`src/rtl/rta_pkg.sv`:
```
package rta_pkg;

  // Mode codes carried by the input word
  localparam logic ModeGroup = 1'b0;
  localparam logic ModeRead  = 1'b1;

  // RDS group types handled here
  localparam logic [3:0] GroupPs = 4'd0;
  localparam logic [3:0] GroupRt = 4'd2;

  // Accepted character range: name 32..126, text 32..127
  localparam logic [7:0] CharMin   = 8'd32;
  localparam logic [7:0] NameMax   = 8'd126;
  localparam logic [7:0] TextMax   = 8'd127;

  localparam int unsigned NameLen  = 8;
  localparam int unsigned TextRows = 16;  // 4 characters per row

  typedef struct packed {
    logic        mode;
    logic        rds_ready;
    logic [15:0] block_b;
    logic [15:0] block_c;
    logic [15:0] block_d;
    logic [3:0]  segment_select;
    logic        clear_flag;
  } in_word_t;

  typedef struct packed {
    logic [63:0] station_name;
    logic [31:0] text_segment;
    logic        text_updated;
  } out_word_t;

endpackage

```
`src/rtl/rds_text_assembler.sv`:
```
// Channel | Direction | Handshake                  | Word
// --------+-----------+----------------------------+-----------------------
// in      | input     | in_valid_i / in_stall_o    | rta_pkg::in_word_t
// out     | output    | out_valid_o / out_stall_i  | rta_pkg::out_word_t
//
// One word per cycle sustained while the output does not stall; an accepted
// word passes the read stage (text memory read), then the output register.
// The text buffer is a 16 x 32 memory with a registered read; each row has a
// valid bit, so reset clears it at once and no clearing pass is needed.
// A stalled output holds; the input keeps being taken while the read stage
// is free or moving into the output register.
module rds_text_assembler (
  input  logic               clk_i,
  input  logic               rst_ni,
  input  logic               in_valid_i,
  output logic               in_stall_o,
  input  rta_pkg::in_word_t  in_data_i,
  output logic               out_valid_o,
  input  logic               out_stall_i,
  output rta_pkg::out_word_t out_data_o
);

  // ---------------------------------------------------------------------------
  // Handshake and pipeline control
  // ---------------------------------------------------------------------------
  logic s1_valid_q, s1_valid_d;
  logic out_valid_q, out_valid_d;
  logic s1_move;
  logic in_acc;

  assign s1_move    = !out_valid_q || !out_stall_i;
  assign in_stall_o = s1_valid_q && !s1_move;
  assign in_acc     = in_valid_i && !in_stall_o;

  assign s1_valid_d  = in_acc ? 1'b1 : (s1_move ? 1'b0 : s1_valid_q);
  assign out_valid_d = s1_move ? s1_valid_q : out_valid_q;

  // ---------------------------------------------------------------------------
  // Group decode
  // ---------------------------------------------------------------------------
  logic [3:0] gtype;
  logic       grp;      // ready group accepted
  logic       ps_wr;    // station name group (0A / 0B)
  logic       rt_wr;    // radio text group (2A only)
  logic       clr;

  assign gtype = in_data_i.block_b[15:12];
  assign grp   = in_acc && (in_data_i.mode == rta_pkg::ModeGroup) && in_data_i.rds_ready;
  assign ps_wr = grp && (gtype == rta_pkg::GroupPs);
  assign rt_wr = grp && (gtype == rta_pkg::GroupRt) && !in_data_i.block_b[11];
  assign clr   = in_acc && (in_data_i.mode == rta_pkg::ModeRead) && in_data_i.clear_flag;

  // ---------------------------------------------------------------------------
  // Station name: eight characters, each read at its own place
  // ---------------------------------------------------------------------------
  logic [7:0] name_q [rta_pkg::NameLen];
  logic [7:0] name_d [rta_pkg::NameLen];
  logic [2:0] name_slot_hi, name_slot_lo;
  logic [7:0] name_ch_hi, name_ch_lo;
  logic [63:0] name_flat;

  assign name_slot_hi = {in_data_i.block_b[1:0], 1'b0};
  assign name_slot_lo = {in_data_i.block_b[1:0], 1'b1};
  assign name_ch_hi   = in_data_i.block_d[15:8];
  assign name_ch_lo   = in_data_i.block_d[7:0];

  always_comb begin
    name_d = name_q;
    if (ps_wr) begin
      if (name_ch_hi >= rta_pkg::CharMin && name_ch_hi <= rta_pkg::NameMax) begin
        name_d[name_slot_hi] = name_ch_hi;
      end
      if (name_ch_lo >= rta_pkg::CharMin && name_ch_lo <= rta_pkg::NameMax) begin
        name_d[name_slot_lo] = name_ch_lo;
      end
    end
  end

  // character 0 lands in the top byte
  always_comb begin
    name_flat = '0;
    for (int i = 0; i < rta_pkg::NameLen; i++) begin
      name_flat[63 - 8*i -: 8] = name_d[i];
    end
  end

  // ---------------------------------------------------------------------------
  // Updated flag: set by a handled group, cleared by a read with clear_flag set that reports it
  // ---------------------------------------------------------------------------
  logic flag_q, flag_d, flag_rpt;

  assign flag_rpt = flag_q || ps_wr || rt_wr;   // value reported for this word
  assign flag_d   = clr ? 1'b0 : flag_rpt;

  // ---------------------------------------------------------------------------
  // Radio text memory: row = segment address, first character in bits 31:24
  // ---------------------------------------------------------------------------
  logic [31:0] text_mem [rta_pkg::TextRows];
  logic [rta_pkg::TextRows-1:0] row_vld_q, row_vld_d;
  logic [3:0]  wr_row, rd_row;
  logic [31:0] wr_raw, wr_data;
  logic [3:0]  wr_ok, wr_be;
  logic [31:0] rd_q;

  assign wr_row = in_data_i.block_b[3:0];
  assign rd_row = in_data_i.segment_select;
  assign wr_raw = {in_data_i.block_c, in_data_i.block_d};

  always_comb begin
    for (int b = 0; b < 4; b++) begin
      wr_ok[3-b] = (wr_raw[31 - 8*b -: 8] >= rta_pkg::CharMin) &&
                   (wr_raw[31 - 8*b -: 8] <= rta_pkg::TextMax);
      wr_data[31 - 8*b -: 8] = wr_ok[3-b] ? wr_raw[31 - 8*b -: 8] : 8'h00;
    end
    // a row never written reads as zero, so its first write fills all bytes
    wr_be = row_vld_q[wr_row] ? wr_ok : 4'hF;
    row_vld_d = row_vld_q;
    if (rt_wr) begin
      row_vld_d[wr_row] = 1'b1;
    end
  end

  // read returns the row as it was before this edge's write
  always_ff @(posedge clk_i) begin
    if (in_acc) begin
      rd_q <= text_mem[rd_row];
    end
    if (rt_wr) begin
      for (int b = 0; b < 4; b++) begin
        if (wr_be[b]) begin
          text_mem[wr_row][8*b +: 8] <= wr_data[8*b +: 8];
        end
      end
    end
  end

  // ---------------------------------------------------------------------------
  // Read stage: word side data held beside the memory read
  // ---------------------------------------------------------------------------
  logic [63:0] s1_name_q;
  logic        s1_flag_q;
  logic        s1_rowv_q;
  logic        s1_hit_q;    // this word wrote the row it reads
  logic [3:0]  s1_be_q;
  logic [31:0] s1_wdata_q;
  logic [31:0] text_fwd;

  always_ff @(posedge clk_i) begin
    if (in_acc) begin
      s1_name_q  <= name_flat;
      s1_flag_q  <= flag_rpt;
      s1_rowv_q  <= row_vld_q[rd_row];
      s1_hit_q   <= rt_wr && (wr_row == rd_row);
      s1_be_q    <= wr_be;
      s1_wdata_q <= wr_data;
    end
  end

  always_comb begin
    text_fwd = s1_rowv_q ? rd_q : 32'h0;
    for (int b = 0; b < 4; b++) begin
      if (s1_hit_q && s1_be_q[b]) begin
        text_fwd[8*b +: 8] = s1_wdata_q[8*b +: 8];
      end
    end
  end

  // ---------------------------------------------------------------------------
  // Output register
  // ---------------------------------------------------------------------------
  rta_pkg::out_word_t out_q;

  always_ff @(posedge clk_i) begin
    if (s1_move && s1_valid_q) begin
      out_q.station_name <= s1_name_q;
      out_q.text_segment <= text_fwd;
      out_q.text_updated <= s1_flag_q;
    end
  end

  assign out_valid_o = out_valid_q;
  assign out_data_o  = out_q;

  // ---------------------------------------------------------------------------
  // Control state
  // ---------------------------------------------------------------------------
  always_ff @(posedge clk_i or negedge rst_ni) begin
    if (!rst_ni) begin
      s1_valid_q  <= 1'b0;
      out_valid_q <= 1'b0;
      flag_q      <= 1'b0;
      row_vld_q   <= '0;
      for (int i = 0; i < rta_pkg::NameLen; i++) begin
        name_q[i] <= 8'h00;
      end
    end else begin
      s1_valid_q  <= s1_valid_d;
      out_valid_q <= out_valid_d;
      flag_q      <= flag_d;
      row_vld_q   <= row_vld_d;
      name_q      <= name_d;
    end
  end

  // ---------------------------------------------------------------------------
  // Assertions
  // ---------------------------------------------------------------------------
  a_clear_flag: assert property (@(posedge clk_i) disable iff (!rst_ni)
    clr |=> !flag_q)
    else $error("updated flag not cleared by read");

  a_set_flag: assert property (@(posedge clk_i) disable iff (!rst_ni)
    (ps_wr || rt_wr) |=> flag_q)
    else $error("updated flag not set by handled group");

  a_row_valid: assert property (@(posedge clk_i) disable iff (!rst_ni)
    rt_wr |=> row_vld_q[$past(wr_row)])
    else $error("text row not marked valid after write");

  a_s1_hold: assert property (@(posedge clk_i) disable iff (!rst_ni)
    (s1_valid_q && !s1_move) |=> (s1_valid_q && $stable(rd_q) && $stable(s1_name_q)))
    else $error("read stage lost its word while blocked");

endmodule
```
`config.mk`:
```
export PLATFORM = sky130hd
export DESIGN_NAME = rds_text_assembler
export DESIGN_NICKNAME = d
export VERILOG_FILES = /design/src/rtl/rta_pkg.sv /design/src/rtl/rds_text_assembler.sv
export SDC_FILE = /design/constraint.sdc
export NUM_CORES = 1
export LEC_CHECK = 0
export BUFFER_PORTS_ARGS = -buffer_cell sky130_fd_sc_hd__buf_2
export CELL_PAD_IN_SITES_DETAIL_PLACEMENT = 0
export CELL_PAD_IN_SITES_GLOBAL_PLACEMENT = 2
export CORE_UTILIZATION = 48
export DETAILED_ROUTE_END_ITERATION = 6
export HOLD_SLACK_MARGIN = 0.08
export PLACE_DENSITY_LB_ADDON = 0.1
export SLEW_MARGIN = 20
export SYNTH_ARGS = -nofsm -noshare
export SYNTH_HDL_FRONTEND = slang
export SYNTH_SLANG_ARGS = --single-unit
```
`constraint.sdc`:
```
create_clock -name clk_i -period 11.1 [get_ports clk_i]
set_clock_uncertainty 0.05 [all_clocks]
set_input_delay 1.665 -clock clk_i [delete_from_list [all_inputs] [get_ports clk_i]]
set_output_delay 1.665 -clock clk_i [all_outputs]
set_load 0.02 [all_outputs]
```
==> PnR_summary.wiki, run 1 <==
{| class="wikitable"
! Metric !! Value
|-
| Status || complete, no violations
|-
| Cells taking the most area after synthesis || sky130_fd_sc_hd__edfxtp_1, sky130_fd_sc_hd__mux4_2, sky130_fd_sc_hd__dfrtp_1
|-
| ANT nets after route || 0
|-
| Synthesis Warnings || 0
|-
| Unique masters post-synth || between 40 and 50
|-
| Count of input and output buffers || 150
|-
| Die boundary width || 255 um
|-
| Final setup TNS || 0 ns
|-
| Count of pins over their slew limit || 0
|-
| Clock Path Buffers || 3
|-
| Master cell of the clock root buffer || sky130_fd_sc_hd__clkbuf_16
|-
| Grt total ovfl || 0
|-
| Critical path data required time || 11.40 ns
|-
| Final net count || 1819
|-
| Category of the worst setup path launch point || primary input
|-
| Critical path peak fanout || 65
|-
| Vias || 14500
|-
| RSZ-0062 raised after global routing || false
|-
| Cell Pwr Density || about 190 nW/um2
|-
| Clock tree from TritonCTS || built
|-
| Maximum level of the CTS H-tree || 3
|-
| Number of buffers created by CTS || 84
|-
| Finish-stage setup viols || 0
|-
| Number of cell rows || 92
|-
| Worst-case headroom to the max-slew limit || between 20% and 30%
|-
| Instance area after placement || roughly 33000 um2
|-
| Iteration-0 DRC count of the detailed router || between 800 and 900
|-
| VDD IR-drop max || 0.000114 V
|-
| Number of remaining DRC errors || 0
|-
| Initial core utilization || 48.6%
|-
| Final HPWL DP || 39600 um
|-
| Async set-reset flop share out of synthesis || roughly 10%
|-
| Sequential-to-total area share from yosys stat || slightly below 80%
|-
| First-pass GRT wire length || 96700 um
|-
| Gpl congestion || about 0.75
|-
| CTS Sinks || 827
|-
| Final Routed Wirelength || 65300 um
|-
| Die area || between 60000 and 70000 um2
|-
| Summed area of non-filler cells in the final layout || 35400 um2
|-
| Yosys reg bits || 827
|-
| Synth Cell Area || about 30000 um2
|-
| Wire length per cell || 24.4 um
|-
| Share of the core filled with cells in the final layout || 56.0%
|-
| Combined global-route utilization of all metal layers || 20.7%
|-
| Min-delay worst type || reg2reg
|-
| Hold Violations, Final || 0
|-
| Top flip-flop cell by instance count after synthesis || sky130_fd_sc_hd__edfxtp_1
|-
| Number of hold buffers added after cts || 0
|-
| Post-CTS setup-driven buffer insertion count || 0
|-
| Final total power || roughly 6.6 mW
|-
| Number of synthesized flops with an enable pin || 744
|-
| Biggest area consumer among synthesized cells || sky130_fd_sc_hd__edfxtp_1
|-
| Category of the worst setup path capture point || flop
|-
| Antenna cell count || 0
|-
| Number of instances in the synthesized netlist || 1510
|-
| First drt pass iteration count || 5
|-
| Critical path type || in2reg
|-
| Number of placed I/O pins || 158
|-
| Data arrival time at the worst-slack endpoint || 4.87 ns
|-
| Relative area change from synthesis to final layout || 15.2%
|-
| Worst-path clk slew || ~0.060 ns
|-
| Crit path time final || 4.57 ns
|-
| Yosys top cell area share || a little over 70%
|-
| Initial antenna violation count || 2
|-
| Max Clock Freq || 219 MHz
|-
| Standard cell core area || around 63000 um2
|-
| Clock network latency to the later pin of the worst-skew pair || 0.63 ns
|-
| Maximum capacitance violations || 0
|-
| Mean instance size in the synthesized netlist || about 20 um2
|-
| PostCTS Resize Cnt || 0
|-
| Pin count of the biggest net entering global routing || 73
|-
| Post-detailed-route via-to-cell ratio || 5.44
|-
| Vias in the first global route || 15000
|-
| Tightest Pin Transition || 1.13 ns
|-
| Leakage Power || 12.5 nW
|-
| Post-route clock period utilization || 41.2%
|-
| Die H || 255 um
|-
| Proportion of layout cells with a drive suffix above 1 || 27.7%
|}
-- where the power goes --
group / total (mW) / internal (mW) / switching [mW]
clock network: 2.79 / 1.66 / 1.14
logic: 0.322 / 0.0981 / 0.224
registers: 3.50 / 3.48 / 0.0185
total: 6.61 / 5.23 / 1.38
-- metal layers --
metal  wire length, um  GRT usage [%]
met4              1420           5.82
met3              2670           3.78
met5                22              0
met1             28200           28.3
met2             32900           34.2
-- registers in the layout, indices dropped and copies added, names as in the netlist, 4 cells and up --
| signal | count |
|---|---|
| text_mem | 512 |
| row_vld_q | 16 |
| out_data_o | 97 |
| s1_wdata_q | 32 |
| s1_be_q | 4 |
| name_q | 64 |
| s1_name_q | 64 |
| rd_q | 32 |
-- stage by stage --
| step | setup WS, ns | cells | hold WS, ns |
|---|---|---|---|
| detailed placement | 5.72 | 2520 | 0.355 |
| finish | 6.53 | 2672 | 0.353 |
| CTS | 6.39 | 2672 | 0.354 |
| global placement | 5.75 | 2520 | 0.352 |
| global route | 6.19 | 2672 | 0.364 |
| floorplan | 1.69 | 1577 | 0.350 |
-- worst max-delay path: stages --
cell                       delay, ns
sky130_fd_sc_hd__clkbuf_8       0.63
sky130_fd_sc_hd__buf_4          0.73
sky130_fd_sc_hd__buf_4          0.68
sky130_fd_sc_hd__mux4_2         0.60
sky130_fd_sc_hd__a22oi_1        0.36
sky130_fd_sc_hd__nand2_1        0.09
-- worst paths after layout --
kind	start	end	slack [ns]	depth (start not counted)
setup / recovery	in_data_i[1]	rd_q[31]$_DFFE_PN_	6.53	6
hold / removal	s1_name_q[8]$_DFFE_PN_	out_data_o[41]$_DFFE_PP_	0.35	0
setup reg to reg	out_valid_o$_DFFE_PN0P_	text_mem[14][18]$_DFFE_PP_	7.61	4
hold reg to reg	s1_name_q[8]$_DFFE_PN_	out_data_o[41]$_DFFE_PP_	0.35	0
max in group asynchronous	rst_ni	row_vld_q[2]$_DFFE_PN0P_	8.92	2
min in group asynchronous	rst_ni	name_q[7]$_DFF_PN0_	0.85	1
-- cells by family after synthesis --
family                    count (synthesis)  synth area share (%)
and+or+nand+nor                         299                  4.91
other                                     1                0.0122
buffers and inverters                    71                  1.02
AOI/OAI and AO/OA                       112                  2.46
muxes                                   196                  12.0
DFF                                     827                  79.5
xor gates and xnor gates                  4                 0.114
-- synth_stat cells (2+ instances only) --
| library cell | count |
|---|---|
| sky130_fd_sc_hd__nand4_1 | 8 |
| sky130_fd_sc_hd__nand2_1 | 100 |
| sky130_fd_sc_hd__mux2_2 | 63 |
| sky130_fd_sc_hd__dfrtp_1 | 83 |
| sky130_fd_sc_hd__nor4b_1 | 5 |
| sky130_fd_sc_hd__o21ai_0 | 32 |
| sky130_fd_sc_hd__nand4b_1 | 4 |
| sky130_fd_sc_hd__edfxtp_1 | 744 |
| sky130_fd_sc_hd__o211ai_1 | 4 |
| sky130_fd_sc_hd__nor4_4 | 4 |
| sky130_fd_sc_hd__nand2b_1 | 20 |
| sky130_fd_sc_hd__buf_6 | 2 |
| sky130_fd_sc_hd__nor4_1 | 5 |
| sky130_fd_sc_hd__buf_2 | 21 |
| sky130_fd_sc_hd__buf_1 | 3 |
| sky130_fd_sc_hd__nor3_1 | 9 |
| sky130_fd_sc_hd__a22oi_1 | 66 |
| sky130_fd_sc_hd__o21ba_2 | 2 |
| sky130_fd_sc_hd__inv_1 | 3 |
| sky130_fd_sc_hd__o22ai_1 | 4 |
| sky130_fd_sc_hd__xnor2_1 | 3 |
| sky130_fd_sc_hd__and2_1 | 26 |
| sky130_fd_sc_hd__nor2_1 | 78 |
| sky130_fd_sc_hd__nor3b_1 | 3 |
| sky130_fd_sc_hd__nand3_1 | 11 |
| sky130_fd_sc_hd__mux4_2 | 132 |
| sky130_fd_sc_hd__nor2b_1 | 18 |
| sky130_fd_sc_hd__clkbuf_1 | 40 |
| sky130_fd_sc_hd__nor2_2 | 4 |
-- cells in the final DEF (no fill, tap or decap), types with 15 or more instances in the layout --
cell type	count
sky130_fd_sc_hd__clkbuf_16	86
sky130_fd_sc_hd__nand2b_1	20
sky130_fd_sc_hd__dfrtp_1	83
sky130_fd_sc_hd__o21ai_0	32
sky130_fd_sc_hd__mux2_2	63
sky130_fd_sc_hd__conb_1	68
sky130_fd_sc_hd__clkinv_2	15
sky130_fd_sc_hd__mux4_2	132
sky130_fd_sc_hd__buf_2	147
sky130_fd_sc_hd__nand2_1	100
sky130_fd_sc_hd__clkbuf_1	22
sky130_fd_sc_hd__edfxtp_1	744
sky130_fd_sc_hd__nor2_1	77
sky130_fd_sc_hd__a22oi_1	66
sky130_fd_sc_hd__buf_4	17
sky130_fd_sc_hd__and2_1	25
-- area by class of cell --
cell class / count / area [um2]
Clock buffer: 115 / 2330
Clock inverter: 37 / 404
Fill cell: 4833 / 27800
Inverter: 3 / 11.3
Multi-Input combinational cell: 679 / 6290
Sequential cell: 827 / 24400
Tap cell: 846 / 1060
Timing Repair Buffer: 165 / 877
Note: power is estimated with default switching activity, not from simulation.
==> inputs of run 2 (changes only) <==
--- a/config.mk
+++ b/config.mk
@@ -8,7 +8,7 @@
 export BUFFER_PORTS_ARGS = -buffer_cell sky130_fd_sc_hd__buf_2
 export CELL_PAD_IN_SITES_DETAIL_PLACEMENT = 0
 export CELL_PAD_IN_SITES_GLOBAL_PLACEMENT = 2
-export CORE_UTILIZATION = 48
+export CORE_UTILIZATION = 43
 export DETAILED_ROUTE_END_ITERATION = 6
 export HOLD_SLACK_MARGIN = 0.08
 export PLACE_DENSITY_LB_ADDON = 0.1
==> constraint.sdc (replaced) <==
create_clock -name clk_i -period 3.8 [get_ports clk_i]
set_clock_uncertainty 0.05 [all_clocks]
set_input_delay 0.57 -clock clk_i [delete_from_list [all_inputs] [get_ports clk_i]]
set_output_delay 0.57 -clock clk_i [all_outputs]
set_load 0.02 [all_outputs]
==> run 2 against run 1 <==
Compared with the run above:
- worst setup slack got worse by 5.7 ns
- highest routed layer unchanged
- worst hold slack lost 0.20 ns
- final cell count is 7.3% higher
- critical path depth unchanged
- combinational power increased to 3.1 times the previous value
- largest cell class unchanged
- clock-buffer cell count is 3 lower
- first-iteration DRC count rose by 34%
==> PnR_summary.wiki, run 2 (same netlist as run 1, synthesis figures left out) <==
{| class="wikitable"
! Metric !! Value
|-
| Vias in the first global route || 15700 (+4.2%)
|-
| Biggest register || text_mem
|-
| Die boundary width || 269 um (+5.6%)
|-
| Hold wc startpoint || out_stall_i
|-
| Combined global-route utilization of all metal layers || 19.2% (-1.5 points)
|-
| Status || complete, no violations
|-
| Count of pins over their slew limit || 0 (unchanged)
|-
| Setup slack after placement || 0.503 ns (-5.21 ns)
|-
| Max Clock Freq || between 300 and 400 MHz
|-
| Hold Violations, Final || 0 (unchanged)
|-
| Number of cell rows || 97 (+5.4%)
|-
| Relative contribution of combinational cells to total power || 5.1% (+0.2 points)
|-
| Worst-path clk slew || 0.06 ns (about the same)
|-
| Register cell area after layout || 24400 um2 (unchanged)
|-
| CTS Sinks || 827 (unchanged)
|-
| Die area || 72500 um2 (+12%)
|-
| Endpoint of the worst hold path || out_valid_o$_DFFE_PN0P_
|-
| Standard cell core area || 70400 um2 (+11%)
|-
| Max reg flops || 512 (unchanged)
|-
| Clock network latency to the later pin of the worst-skew pair || 0.64 ns (about the same)
|-
| Min-delay worst type || in2reg
|-
| Cell repeated most along the worst path || sky130_fd_sc_hd__buf_4
|-
| Iteration-0 DRC count of the detailed router || 1197 (+34%)
|-
| Vias || 14800 (+2.2%)
|-
| ANT nets after route || 0 (unchanged)
|-
| Worst slack on hold paths || 0.154 ns (-0.199 ns)
|-
| Cell-by-cell trace of the critical path || nand3_1 -> and4_1 -> buf_4 -> nand4_1 -> nor2_1 -> buf_4
|-
| Initial antenna violation count || 4 (+2)
|-
| Critical path peak fanout || 8 (-88%)
|-
| Reg-to-reg setup timing slack || 0.87 ns (-6.74 ns)
|-
| Final HPWL DP || 43200 um (+9.0%)
|-
| Gpl congestion || 0.773 (+3.3%)
|-
| Internal power || 15.3 mW (+190%)
|-
| Proportion of layout cells with a drive suffix above 1 || 30.9% (+3.2 points)
|-
| Grt total ovfl || 0 (unchanged)
|-
| Number of placed I/O pins || 158 (unchanged)
|-
| Max stage delay cell, worst path || sky130_fd_sc_hd__nand4_1
|-
| Final Routed Wirelength || 68200 um (+4.5%)
|-
| Critical path data required time || 4.09 ns (-7.31 ns)
|-
| First-pass GRT wire length || 103000 um (+6.3%)
|-
| Tightest Pin Transition || 1.08 ns (-0.0516 ns)
|-
| Relative area change from synthesis to final layout || 18.3%
|-
| Finish-stage setup viols || 0 (unchanged)
|-
| Maximum level of the CTS H-tree || 3 (unchanged)
|-
| Multi-input gate area in the final layout || 6280 um2 (about the same)
|-
| RSZ-0062 raised after global routing || false
|-
| Number of buffers created by CTS || 85 (+1.2%)
|-
| Power spent charging and discharging nets || 4.14 mW (+200%)
|-
| Master cell of the clock root buffer || sky130_fd_sc_hd__clkbuf_16
|-
| Post-route clock period utilization || 77.1%
|-
| Wire length per cell || 23.8 um (-2.6%)
|-
| Category of the worst setup path capture point || flop
|-
| Sequential cell fraction of total power || 52.5% (-0.4 points)
|-
| Destination of the worst register-to-register timing path || text_mem[15][28]$_DFFE_PP_
|-
| Leakage Power || 13.0 nW (+4.2%)
|-
| Count of input and output buffers || 150 (unchanged)
|-
| Fraction of power spent switching nets || 21.3% (+0.44 points)
|-
| First drt pass iteration count || 5 (unchanged)
|-
| Data arrival time at the worst-slack endpoint || 3.22 ns (-1.65 ns)
|-
| Number of fill cells || 5776 (+20%)
|-
| Final setup TNS || 0 ns (unchanged)
|-
| Delay contributed by the slowest stage of the critical path || 0.61 ns (-0.12 ns)
|-
| Post-detailed-route via-to-cell ratio || 5.18 (-4.8%)
|-
| Critical path type || reg2reg
|-
| VDD IR-drop max || 0.000348 V (+210%)
|-
| Pin count of the biggest net entering global routing || 65 (-11%)
|-
| Category of the worst setup path launch point || flop
|-
| Final net count || 1917 (+5.4%)
|-
| Maximum capacitance violations || 0 (unchanged)
|-
| Worst setup slack after layout || 0.872 ns (-5.66 ns)
|-
| Number of cell instances on the worst register-to-register path || 6 (+2)
|-
| Number of cells on the worst hold path || 2 (+2)
|-
| Cell Pwr Density || 535 nW/um2 (+190%)
|-
| Number of remaining DRC errors || 0 (unchanged)
|-
| Clock tree from TritonCTS || built
|-
| Crit path time final || 2.93 ns
|-
| FF-to-FF Start || out_valid_o$_DFFE_PN0P_
|-
| Antenna cell count || 0 (unchanged)
|-
| Commonest cells after routing, fill and taps aside || sky130_fd_sc_hd__edfxtp_1, sky130_fd_sc_hd__buf_2, sky130_fd_sc_hd__mux4_2
|-
| Die H || 269 um (+5.6%)
|-
| Clock Path Buffers || 3 (unchanged)
|-
| Worst-case headroom to the max-slew limit || 28.1% (+3.5 points)
|-
| Fraction of power consumed by the clock network || 42.4% (about the same)
|-
| Initial core utilization || 43.7% (-5.0 points)
|-
| Most common cell after layout, fill and taps aside || sky130_fd_sc_hd__edfxtp_1
|}
==> run 2: cell count changes in the layout (fill, tap and decap cells not counted), sizes merged <==
| cell | before | now |
|---|---|---|
| clkbuf | 116 | 113 |
| buf | 164 | 258 |
| dlygate4sd3 | 0 | 3 |
| inv | 7 | 6 |
| clkinv | 24 | 31 |
| clkinvlp | 1 | 2 |
==> run 2: metal layers <==
metal  vias up  GRT usage [%]  part of all wire, %
met3       106           2.96                  3.6
met1      7794           25.9                   43
met5         -              0                0.026
li1       6682              -                    -
met2       259           32.6                   51
met4         4           5.10                  2.2
==> run 2: power groups by stage <==
| stage | Combinational, mW | Sequential (mW) | Clock (mW) |
|---|---|---|---|
| finish | 1.00 | 10.2 | 8.24 |
| global route | 1.09 | 10.2 | 8.80 |
| CTS | 1.03 | 10.2 | 8.46 |
| detailed placement | 1.03 | 10.4 | 0 |
| global placement | 1.01 | 10.4 | 0 |
| floorplan | 0.480 | 10.5 | 0 |
==> run 2: how the worst max path moves through the flow <==
stage / from / slack, ns / endpoint
after floorplan: out_stall_i / 0.83 / rd_q[0]$_DFFE_PN_
after global placement: in_data_i[37] / 0.56 / text_mem[11][15]$_DFFE_PP_
after detailed placement: in_data_i[37] / 0.50 / text_mem[2][15]$_DFFE_PP_
after CTS: out_valid_o$_DFFE_PN0P_ / 0.90 / text_mem[11][25]$_DFFE_PP_
after global routing: out_valid_o$_DFFE_PN0P_ / 0.72 / text_mem[11][31]$_DFFE_PP_
final: out_valid_o$_DFFE_PN0P_ / 0.87 / text_mem[15][28]$_DFFE_PP_
==> run 2: metrics by stage <==
stage	instances	cell area, um2	power [mW]	util [%]
after global placement	2708	33500	11.4	47.6
after floorplan	1577	31000	11.0	-
after global routing	2867	36300	20.1	51.6
after detailed placement	2708	33500	11.4	47.6
final	2867	36300	19.4	51.6
after CTS	2867	36300	19.7	51.6
==> run 2: final cells by class <==
cell class / count / share of cell area, %
Multi-Input combinational cell: 679 / 17.3
Tap cell: 940 / 3.24
Sequential cell: 827 / 67.2
Clock inverter: 44 / 1.30
Inverter: 3 / 0.0310
Timing Repair Buffer: 262 / 4.64
Clock buffer: 112 / 6.33
==> run 2: worst max-delay path: cells and delay by family (launching register included) <==
kind	cells	cell delay (ns)
and+or+nand+nor	4	1.70
buffers and inverters	2	0.45
DFF	1	0.43
==> run 2: what timing repair did <==
item	4_1_cts	5_1_grt
endpoints found under the hold margin	63	0
buffers inserted	0	0
hold buffers	3	0
gates resized for setup	0	0
